$ cat config.mk
export PLATFORM = sky130hd
export DESIGN_NAME = htbp_pack
export DESIGN_NICKNAME = d
export VERILOG_FILES = /design/src/rtl/htbp_pkg.sv /design/src/rtl/htbp_pack.sv
export SDC_FILE = /design/constraint.sdc
export NUM_CORES = 1
export LEC_CHECK = 0
export ABC_AREA = 1
export BUFFER_PORTS_ARGS = -buffer_cell sky130_fd_sc_hd__buf_2
export CAP_MARGIN = 20
export CORE_AREA = 2 2 130 132
export DETAILED_ROUTE_END_ITERATION = 8
export DIE_AREA = 0 0 132 134
export PLACE_DENSITY = 0.61
export REMOVE_ABC_BUFFERS = 1
export SETUP_SLACK_MARGIN = 0.15
export SYNTH_ARGS = -nofsm -noshare
export SYNTH_HDL_FRONTEND = slang
export SYNTH_SLANG_ARGS = --single-unit
$ cat constraint.sdc
create_clock -name clk -period 4.8 [get_ports clk]
set_input_delay 0.96 -clock clk [delete_from_list [all_inputs] [get_ports clk]]
set_output_delay 0.96 -clock clk [all_outputs]
set_load 0.02 [all_outputs]
$ cat src/rtl/htbp_pkg.sv
package htbp_pkg;

    localparam int SYM_W                = 8;
    localparam int CODE_W               = 32;
    localparam int LEN_W                = 6;
    localparam int BYTE_W               = 8;
    localparam int PEND_W               = 7;
    localparam int PCNT_W               = 3;
    localparam int TABLE_DEPTH          = 256;
    localparam int CFG_IDX_W            = 2;
    localparam int MAX_CODE_LEN_DEFAULT = 32;

    localparam logic [CFG_IDX_W-1:0] CFG_END_CODE = 2'd0;
    localparam logic [CFG_IDX_W-1:0] CFG_END_LEN  = 2'd1;

    typedef enum logic [1:0] {
        ACT_LOAD   = 2'd0,
        ACT_ENCODE = 2'd1,
        ACT_FINISH = 2'd2
    } action_t;

    // item after table lookup, handed to the packer
    typedef struct packed {
        action_t             action;
        logic [CODE_W-1:0]   code;
        logic [LEN_W-1:0]    length;
    } lookup_t;

    typedef struct packed {
        logic                loading;
        logic                flushing;
        logic [PCNT_W-1:0]   pend_count;
    } pack_status_t;

endpackage

$ cat src/rtl/htbp_pack.sv
module htbp_pack #(
    parameter int CAP_LEN = 32
) (
    input  logic                         clk,
    input  logic                         rst_n,
    input  logic                         lookup_valid,
    input  htbp_pkg::lookup_t            lookup,
    input  logic [htbp_pkg::CODE_W-1:0]  end_code,
    input  logic [htbp_pkg::LEN_W-1:0]   end_len,
    output logic                         advance,
    output logic                         out_valid,
    input  logic                         out_ready,
    output logic [htbp_pkg::BYTE_W-1:0]  out_byte,
    output logic                         out_last,
    output htbp_pkg::pack_status_t       status
);
    import htbp_pkg::*;

    localparam int BUF_W     = ((CAP_LEN + PEND_W + 7) / 8) * 8;
    localparam int MAX_BYTES = BUF_W / 8;
    localparam int CNT_W     = $clog2(MAX_BYTES + 1);
    localparam int TOT_W     = $clog2(CAP_LEN + 8);
    localparam logic [LEN_W-1:0] CapLen = LEN_W'(CAP_LEN);

    logic [PEND_W-1:0]  pend_reg, pend_next;     // left aligned, zero below count
    logic [PCNT_W-1:0]  pcnt_reg, pcnt_next;
    logic [BUF_W-1:0]   buf_reg;
    logic [CNT_W-1:0]   cnt_reg;

    logic               active;
    logic               flush;
    logic [LEN_W-1:0]   len_raw;
    logic [LEN_W-1:0]   len_use;
    logic [LEN_W-1:0]   shift_amt;
    logic [CODE_W-1:0]  word;
    logic [CAP_LEN-1:0] word_l;
    logic [BUF_W-1:0]   merged;
    logic [BUF_W-1:0]   rest;
    logic [TOT_W-1:0]   total;
    logic [CNT_W-1:0]   nfull;
    logic [CNT_W-1:0]   nbytes;
    logic [2:0]         rem;
    logic               load;
    logic               take;

    always_comb
    begin
        active  = 1'b0;
        flush   = 1'b0;
        len_raw = '0;
        word    = lookup.code;
        case (lookup.action)
            ACT_ENCODE:
            begin
                active  = 1'b1;
                len_raw = lookup.length;
            end
            ACT_FINISH:
            begin
                active  = 1'b1;
                flush   = 1'b1;
                len_raw = end_len;
                word    = end_code;
            end
            default: ;
        endcase

        len_use   = (len_raw > CapLen) ? CapLen : len_raw;
        shift_amt = CapLen - len_use;
        // left align the code; the shift drops bits above the length
        word_l    = word[CAP_LEN-1:0] << shift_amt;
        merged    = {pend_reg, {(BUF_W - PEND_W){1'b0}}}
                  | ({word_l, {(BUF_W - CAP_LEN){1'b0}}} >> pcnt_reg);
        total     = TOT_W'(pcnt_reg) + TOT_W'(len_use);
        nfull     = CNT_W'(total >> 3);
        rem       = total[2:0];
        nbytes    = nfull + CNT_W'(flush && (rem != 3'd0));
        rest      = merged << {nfull, 3'b000};
        pend_next = flush ? '0 : rest[BUF_W-1 -: PEND_W];
        pcnt_next = flush ? '0 : rem;
    end

    assign take    = out_valid && out_ready;
    assign advance = (cnt_reg == '0) || ((cnt_reg == CNT_W'(1)) && out_ready);
    assign load    = lookup_valid && advance;

    always_ff @(posedge clk or negedge rst_n)
    begin
        if (!rst_n)
        begin
            pend_reg <= '0;
            pcnt_reg <= '0;
            cnt_reg  <= '0;
        end
        else if (load)
        begin
            if (active)
            begin
                pend_reg <= pend_next;
                pcnt_reg <= pcnt_next;
                cnt_reg  <= nbytes;
            end
            else
                cnt_reg  <= '0;
        end
        else if (take)
            cnt_reg <= cnt_reg - CNT_W'(1);
    end

    always_ff @(posedge clk)
    begin
        if (load)
            buf_reg <= merged;
        else if (take)
            buf_reg <= buf_reg << BYTE_W;
    end

    assign out_valid = (cnt_reg != '0);
    assign out_byte  = buf_reg[BUF_W-1 -: BYTE_W];
    assign out_last  = (cnt_reg == CNT_W'(1));

    always_comb
    begin
        status.loading    = load && active;
        status.flushing   = flush;
        status.pend_count = pcnt_reg;
    end

endmodule
Word level (Yosys, flattened, before mapping)
Cells that the tools add are included.

storage, ports and cells
  input bits = 82
  output and inout port bits = 16
  register bits = 53
  word-level logic and storage cells = 40

cells by class
  reductions and logical operators = 12
  $lt $le $gt $ge = 1
  multiplexer cells = 12
  equal/unequal tests = 3
  shift-type cells = 3
  bitwise logic cells = 1
  $add $sub $neg = 4

operators by type and width
  kind                                                                   number
  40-bit 2-to-1 mux                                                      2
  40-bit bitwise OR                                                      1
  40-bit by 6-bit left shift with 40-bit output                          1
  40-bit by 3-bit right shift with 40-bit output                         1
  32-bit 2-to-1 mux                                                      1
  32-bit by 6-bit left shift with 32-bit output                          1
  3-bit 2-to-1 mux                                                       4
  6-bit case mux with 2 select lines                                     1
  7-bit 2-to-1 mux                                                       1
  3-bit by 6-bit adder with 6-bit output                                 1
  6-bit > comparator, second input constant                              1
  6-bit 2-to-1 mux                                                       1
  3-bit nonzero test                                                     2
  6-bit subtractor, first input constant                                 1
  1-bit logical AND                                                      5
  3-bit by 1-bit adder with 3-bit output                                 1
  3-bit by 1-bit equality test with 1-bit output, second input constant  1
  3-bit logical NOT                                                      1
  3-bit by 1-bit subtractor with 3-bit output, second input constant     1
  2-bit by 1-bit equality test with 1-bit output, second input constant  1
  2-bit equality test, second input constant                             1
  1-bit 2-to-1 mux                                                       2
  2-bit AND reduction                                                    1
  2-bit nonzero test                                                     1
  2 further kinds                                                        2

Longest topological paths before layout
  depth after elaboration = 10
  mapped depth = 30
  depth with buffers taken out = 26

Least setup slack after synthesis
Ideal clock, no wire load.

  path kind = input -> register
  start = in lookup[38] (netlist name)
  end = reg pend_reg[1]
  data required time = 4.735 ns
  stages = 29
  path buffers = 5
  setup slack = 0.873 ns
  arrival time = 3.862 ns
  cell sequence = inv_1 > ha_1 > buf_6 > nand2_2 > nand2_4 > inv_4 > nand3_2 > buf_6 > buf_2 > ha_1 > clkbuf_1 > inv_1 > buf_1 > nand3_1 > nand2_1 > nand3_1 > nor2_1 > nand2_1 > nand2_1 > nand2_1 > nand2_1 > nand2_1 > nand2_1 > nand2_1 > nand3_1 > nand3_1 > nand2_1 > nand2_1 > nand2_1

between the ends
  elaborated cells between the ends (all ways) = 17
  classes of those cells = add/sub: 2; order compare: 1; eq/ne: 2; shift: 3; mux: 6; bitwise: 1; reduce/logical: 2

RTL lines
  element                 RTL line         text
  start: declaration      htbp_pack.sv:7   input htbp_pkg::lookup_t lookup,
  2-bit equality test     htbp_pack.sv:52  case (lookup.action)
  1-bit 2-to-1 mux        htbp_pack.sv:52
  named net flush         htbp_pack.sv:31  logic flush;
  7-bit 2-to-1 mux        htbp_pack.sv:79  pend_next = flush ? '0 : rest[BUF_W-1 -: PEND_W];
  end signal: assignment  htbp_pack.sv:99  pend_reg <= pend_next;
  end: declaration        htbp_pack.sv:25  logic [PEND_W-1:0] pend_reg, pend_next;

The timed path passes the listed nets, and every way through them passes these cells.
A chain may end at the register's enable or synchronous reset.

Final worst setup path
  start = in lookup[38] (netlist name)
  end = reg pend_reg[5]

between the ends
  cells in the longest elaborated chain, start to end = 10
  elaborated cells between the ends (all ways) = 17
  classes of those cells = add/sub: 2; order compare: 1; eq/ne: 2; shift: 3; mux: 6; bitwise: 1; reduce/logical: 2

ends and longest elaborated chain
  element                                                                                       RTL line         text
  2-bit equality test / 2-bit by 1-bit equality test with 1-bit output (equally long branches)  htbp_pack.sv:52
  6-bit case mux with 2 select lines                                                            htbp_pack.sv:52
  6-bit > comparator                                                                            htbp_pack.sv:68  len_use = (len_raw > CapLen) ? CapLen : len_raw;
  6-bit 2-to-1 mux                                                                              htbp_pack.sv:68
  6-bit subtractor                                                                              htbp_pack.sv:69  shift_amt = CapLen - len_use;
  32-bit by 6-bit left shift with 32-bit output                                                 htbp_pack.sv:71  word_l = word[CAP_LEN-1:0] << shift_amt;
  40-bit by 3-bit right shift with 40-bit output                                                htbp_pack.sv:73  | ({word_l, {(BUF_W - CAP_LEN){1'b0}}} >> pcnt_reg);
  40-bit bitwise OR                                                                             htbp_pack.sv:73
  40-bit by 6-bit left shift with 40-bit output                                                 htbp_pack.sv:78  rest = merged << {nfull, 3'b000};
  7-bit 2-to-1 mux                                                                              htbp_pack.sv:79

Several ways; a longest one is shown, not always the timed one.

==> reports/qor.csv <==
stage;metric;value;unit
cells_and_area;layout_commonest_cell;nand2_1;
global_routing;grt_max_degree;54;
clocking;cts-resized-gates;0;
place;place_congestion;0.998;
clocking;cts-hold-fix-buffers;0;
worst_setup_path;worstSetupPathType;in -> reg;
detailed_routing;routed_via_density;5.53;
floorplan;placementRows;47;
logic_synthesis;ys_warn_count;0;
worst_setup_path;worst_setup_path_start_kind;input port;
run;drv_cap;0;
floorplan;die_w;132;microns
timing;worst_slew_pin_slew;1070;ps
logic_synthesis;synth.area.mux_share;0.0111;
timing;finalHoldViolations;0;
logic_synthesis;ys_seq_area_frac;0.233;
clocking;cts_tree;built;
logic_synthesis;synthAdderAreaFrac;0.0246;
global_routing;gr-usage-all-layers;0.238;
timing;fin_skew;4.27;ps
timing;layout_min_cycle_time;4070;ps
hold_path;hold_class;reg -> reg;
power;total_leakage_power;3.42;nW
cells_and_area;area_growth;9.76;%
clocking;numCtsBuffers;5;
hold_path;min-delay-start;pend_reg[2]$_DFFE_PN0P_;
clocking;clockBufferDepth;2;
worst_setup_path;crit_path_max_incr_delay;880;ps
clocking;clkSinkCount;52;
detailed_routing;first_pass_iters;6;
timing;min_period_over_period;0.848;
worst_setup_path;cpLargestDelayFamily;simple AND/OR/NAND/NOR gates;
power;peakVddDrop;0.210;mV
cells_and_area;fillers;1795;
global_routing;grt_pass1_vias;6969;
clocking;cts-htree-levels;2;
global_routing;antenna_found_initial;0;
worst_setup_path;cp_max_fo;14;
worst_setup_path;worst-path-buf-inv;4;
logic_synthesis;syn_inst;1063;
detailed_routing;wl;20700;microns
cells_and_area;final_cells;1329;
detailed_routing;post_drt_wl_per_cell;15.6;microns
cells_and_area;fin_nets;1202;
place;placedCellCount;1320;
worst_setup_path;cp_slowest_cell;nor2_1;
floorplan;start_util;0.394;
logic_synthesis;yosysTopAreaCell;nand3_1;
power;p_per_area;474;nW/um^2
timing;relSlewSlack;0.281;
worst_setup_path;end_kind;flip-flop;
timing;clock.fmax;246;MHz
worst_setup_path;cp.required;4990;ps
worst_setup_path;worst_path_most_repeated_cell;nand2_1;
floorplan;ios;98;
detailed_routing;drt_iter0_markers;755;
place;postPlaceCellArea;6870;sq um
logic_synthesis;synth_top_area_frac;0.249;
logic_synthesis;synth-simple-area-share;0.537;
worst_setup_path;startpoint;lookup[38];
floorplan;die_y;134;microns
logic_synthesis;synth_xor_area_frac;0.00273;
logic_synthesis;synth_cell_types;42;
logic_synthesis;syn_area;6410;sq um
timing;final_max_slew_viol_count;0;
floorplan;core;16300;sq um
logic_synthesis;synth_edf_count;39;
worst_setup_path;critPathArrivalTime;4260;ps
logic_synthesis;async_reset_ff_frac;0.250;
timing;rsz0062_at_grt;false;
worst_setup_path;reg2reg_from;pcnt_reg[0]$_DFFE_PN0P_;
clocking;cts_setup_buffers;0;
cells_and_area;layout_common_cells;nand2_1 (327), nand3_1 (319), buf_2 (97);
floorplan;die-area;17700;sq um
cells_and_area;diodes;0;
global_routing;overflow;0;
worst_setup_path;ff2ff_setup_slack;1750;ps
logic_synthesis;yosys-top-cells-area;nand3_1 (25%), nand2_1 (19%), edfxtp_1 (18%);
cells_and_area;drive_gt1_frac;0.148;
cells_and_area;final_area;7040;sq um
place;detailedPlacementHpwl;15500;microns
clocking;clk-insertion-delay-late;300;ps
detailed_routing;via_count;7345;
logic_synthesis;synth_top_flop_cell;edfxtp_1;
run_status;outcome;finished, final reports clean;
worst_setup_path;cp_cell_sequence;buf_2, inv_1, ha_2, inv_2, nand2_1, nor2_4, ha_1, fa_1, nand2_1, inv_1, o21ai_0, xor2_1, nor2_1, o211ai_1, nand3_1, nand2_1, nand2_1, nand2_1;
logic_synthesis;synth-seq-cells;52;
detailed_routing;remaining_drc_errors;0;
place;portBuffers;97;
power;finalPower;3.34;mW
logic_synthesis;synth_compound_area_frac;0.0890;
cells_and_area;largest_reg_flops;39;
clocking;root_buffer;clkbuf_16;
timing;setup_viol;0;
clocking;clkTransAtPathRegs;70;ps
detailed_routing;ant_nets;0;
logic_synthesis;syn_area_per_cell;6.03;sq um
global_routing;grt_pass1_wl;34900;microns
logic_synthesis;synth_top_family_by_area;simple AND/OR/NAND/NOR gates;
worst reg2reg max path, stage by stage (launching register included):
cell and delay [ps]:
dfrtp_1 380, ha_1 230, fa_1 410, nand2_1 70, inv_1 50, o21ai_0 180
xor2_1 220, nor2_1 880, o211ai_1 200, nand3_1 150, nand2_1 60, nand2_1 50
nand2_1 40
layer usage:
layer  GRT usage  up-vias  wire length, microns  share of wire
met3      0.0317       30                  1270          0.062
met2       0.396      274                  9500           0.46
li1            -     3733                     -              -
met5           0        -                     0              0
met4      0.0550        0                   400          0.019
met1       0.330     3308                  9520           0.46
through the flow:
step | setup slack [ps] | utilization | TNS, ps | hold slack [ps]
floorplan | -953 | - | -35090 | 449
CTS | 757 | 0.431 | 0 | 486
finish | 727 | 0.432 | 0 | 485
global placement | 550 | 0.422 | 0 | 466
detailed placement | 442 | 0.422 | 0 | 467
global route | 331 | 0.432 | 0 | 535
power breakdown:
| part | total (mW) | switching [mW] | internal [mW] |
|---|---|---|---|
| combinational | 2.21 | 1.55 | 0.668 |
| sequential | 0.765 | 0.0602 | 0.705 |
| clock | 0.358 | 0.166 | 0.192 |
cells in the mapped netlist, types with 2 or more instances:
cell type  count
nor3_1         4
nand3_1      319
buf_1         11
buf_2         22
nand2_4        5
nand2_1      327
inv_1         48
nand3_2        6
a21boi_0       9
inv_2          8
nand4_1       26
nand2_2        9
inv_4          2
dfrtp_1       13
o31ai_1        2
or2_2          2
buf_4         15
a21oi_1       28
buf_6          7
o211ai_1       3
mux2i_1        6
a31oi_1       24
clkinv_1       3
nor2_2         5
o21ai_0       25
ha_1          11
nor2_1        50
clkbuf_1      21
edfxtp_1      39
final timing paths:
| check | endpoint | cells after the start |
|---|---|---|
| worst max-delay path | pend_reg[5]$_DFFE_PN0P_ | 18 |
| worst min-delay path | pend_reg[2]$_DFFE_PN0P_ | 2 |
| worst max register to register | pend_reg[5]$_DFFE_PN0P_ | 12 |
| worst min register to register | pend_reg[2]$_DFFE_PN0P_ | 2 |
| max in group asynchronous | pcnt_reg[1]$_DFFE_PN0P_ | 1 |
| min in group asynchronous | pend_reg[3]$_DFFE_PN0P_ | 1 |
cells by family (layout without fill, tap and decap cells):
kind of cell | after synthesis | in the layout
AOI/OAI and AO/OA | 97 | 97
xor gates and xnor gates | 2 | 2
buffers and inverters | 137 | 183
and+or+nand+nor | 756 | 756
adders and majority gates | 12 | 12
DFF | 52 | 52
muxes | 7 | 7
final cells by class:
class,count,area (sq um),area share
multi-input combinational,874,4260,0.606
inverter,61,234,0.0333
tap,220,275,0.0391
timing repair buffer,114,626,0.0889
sequential,52,1500,0.213
clock buffer,5,125,0.0178
clock inverter,3,18.8,0.00267
Power figures use the tool's default switching activity.
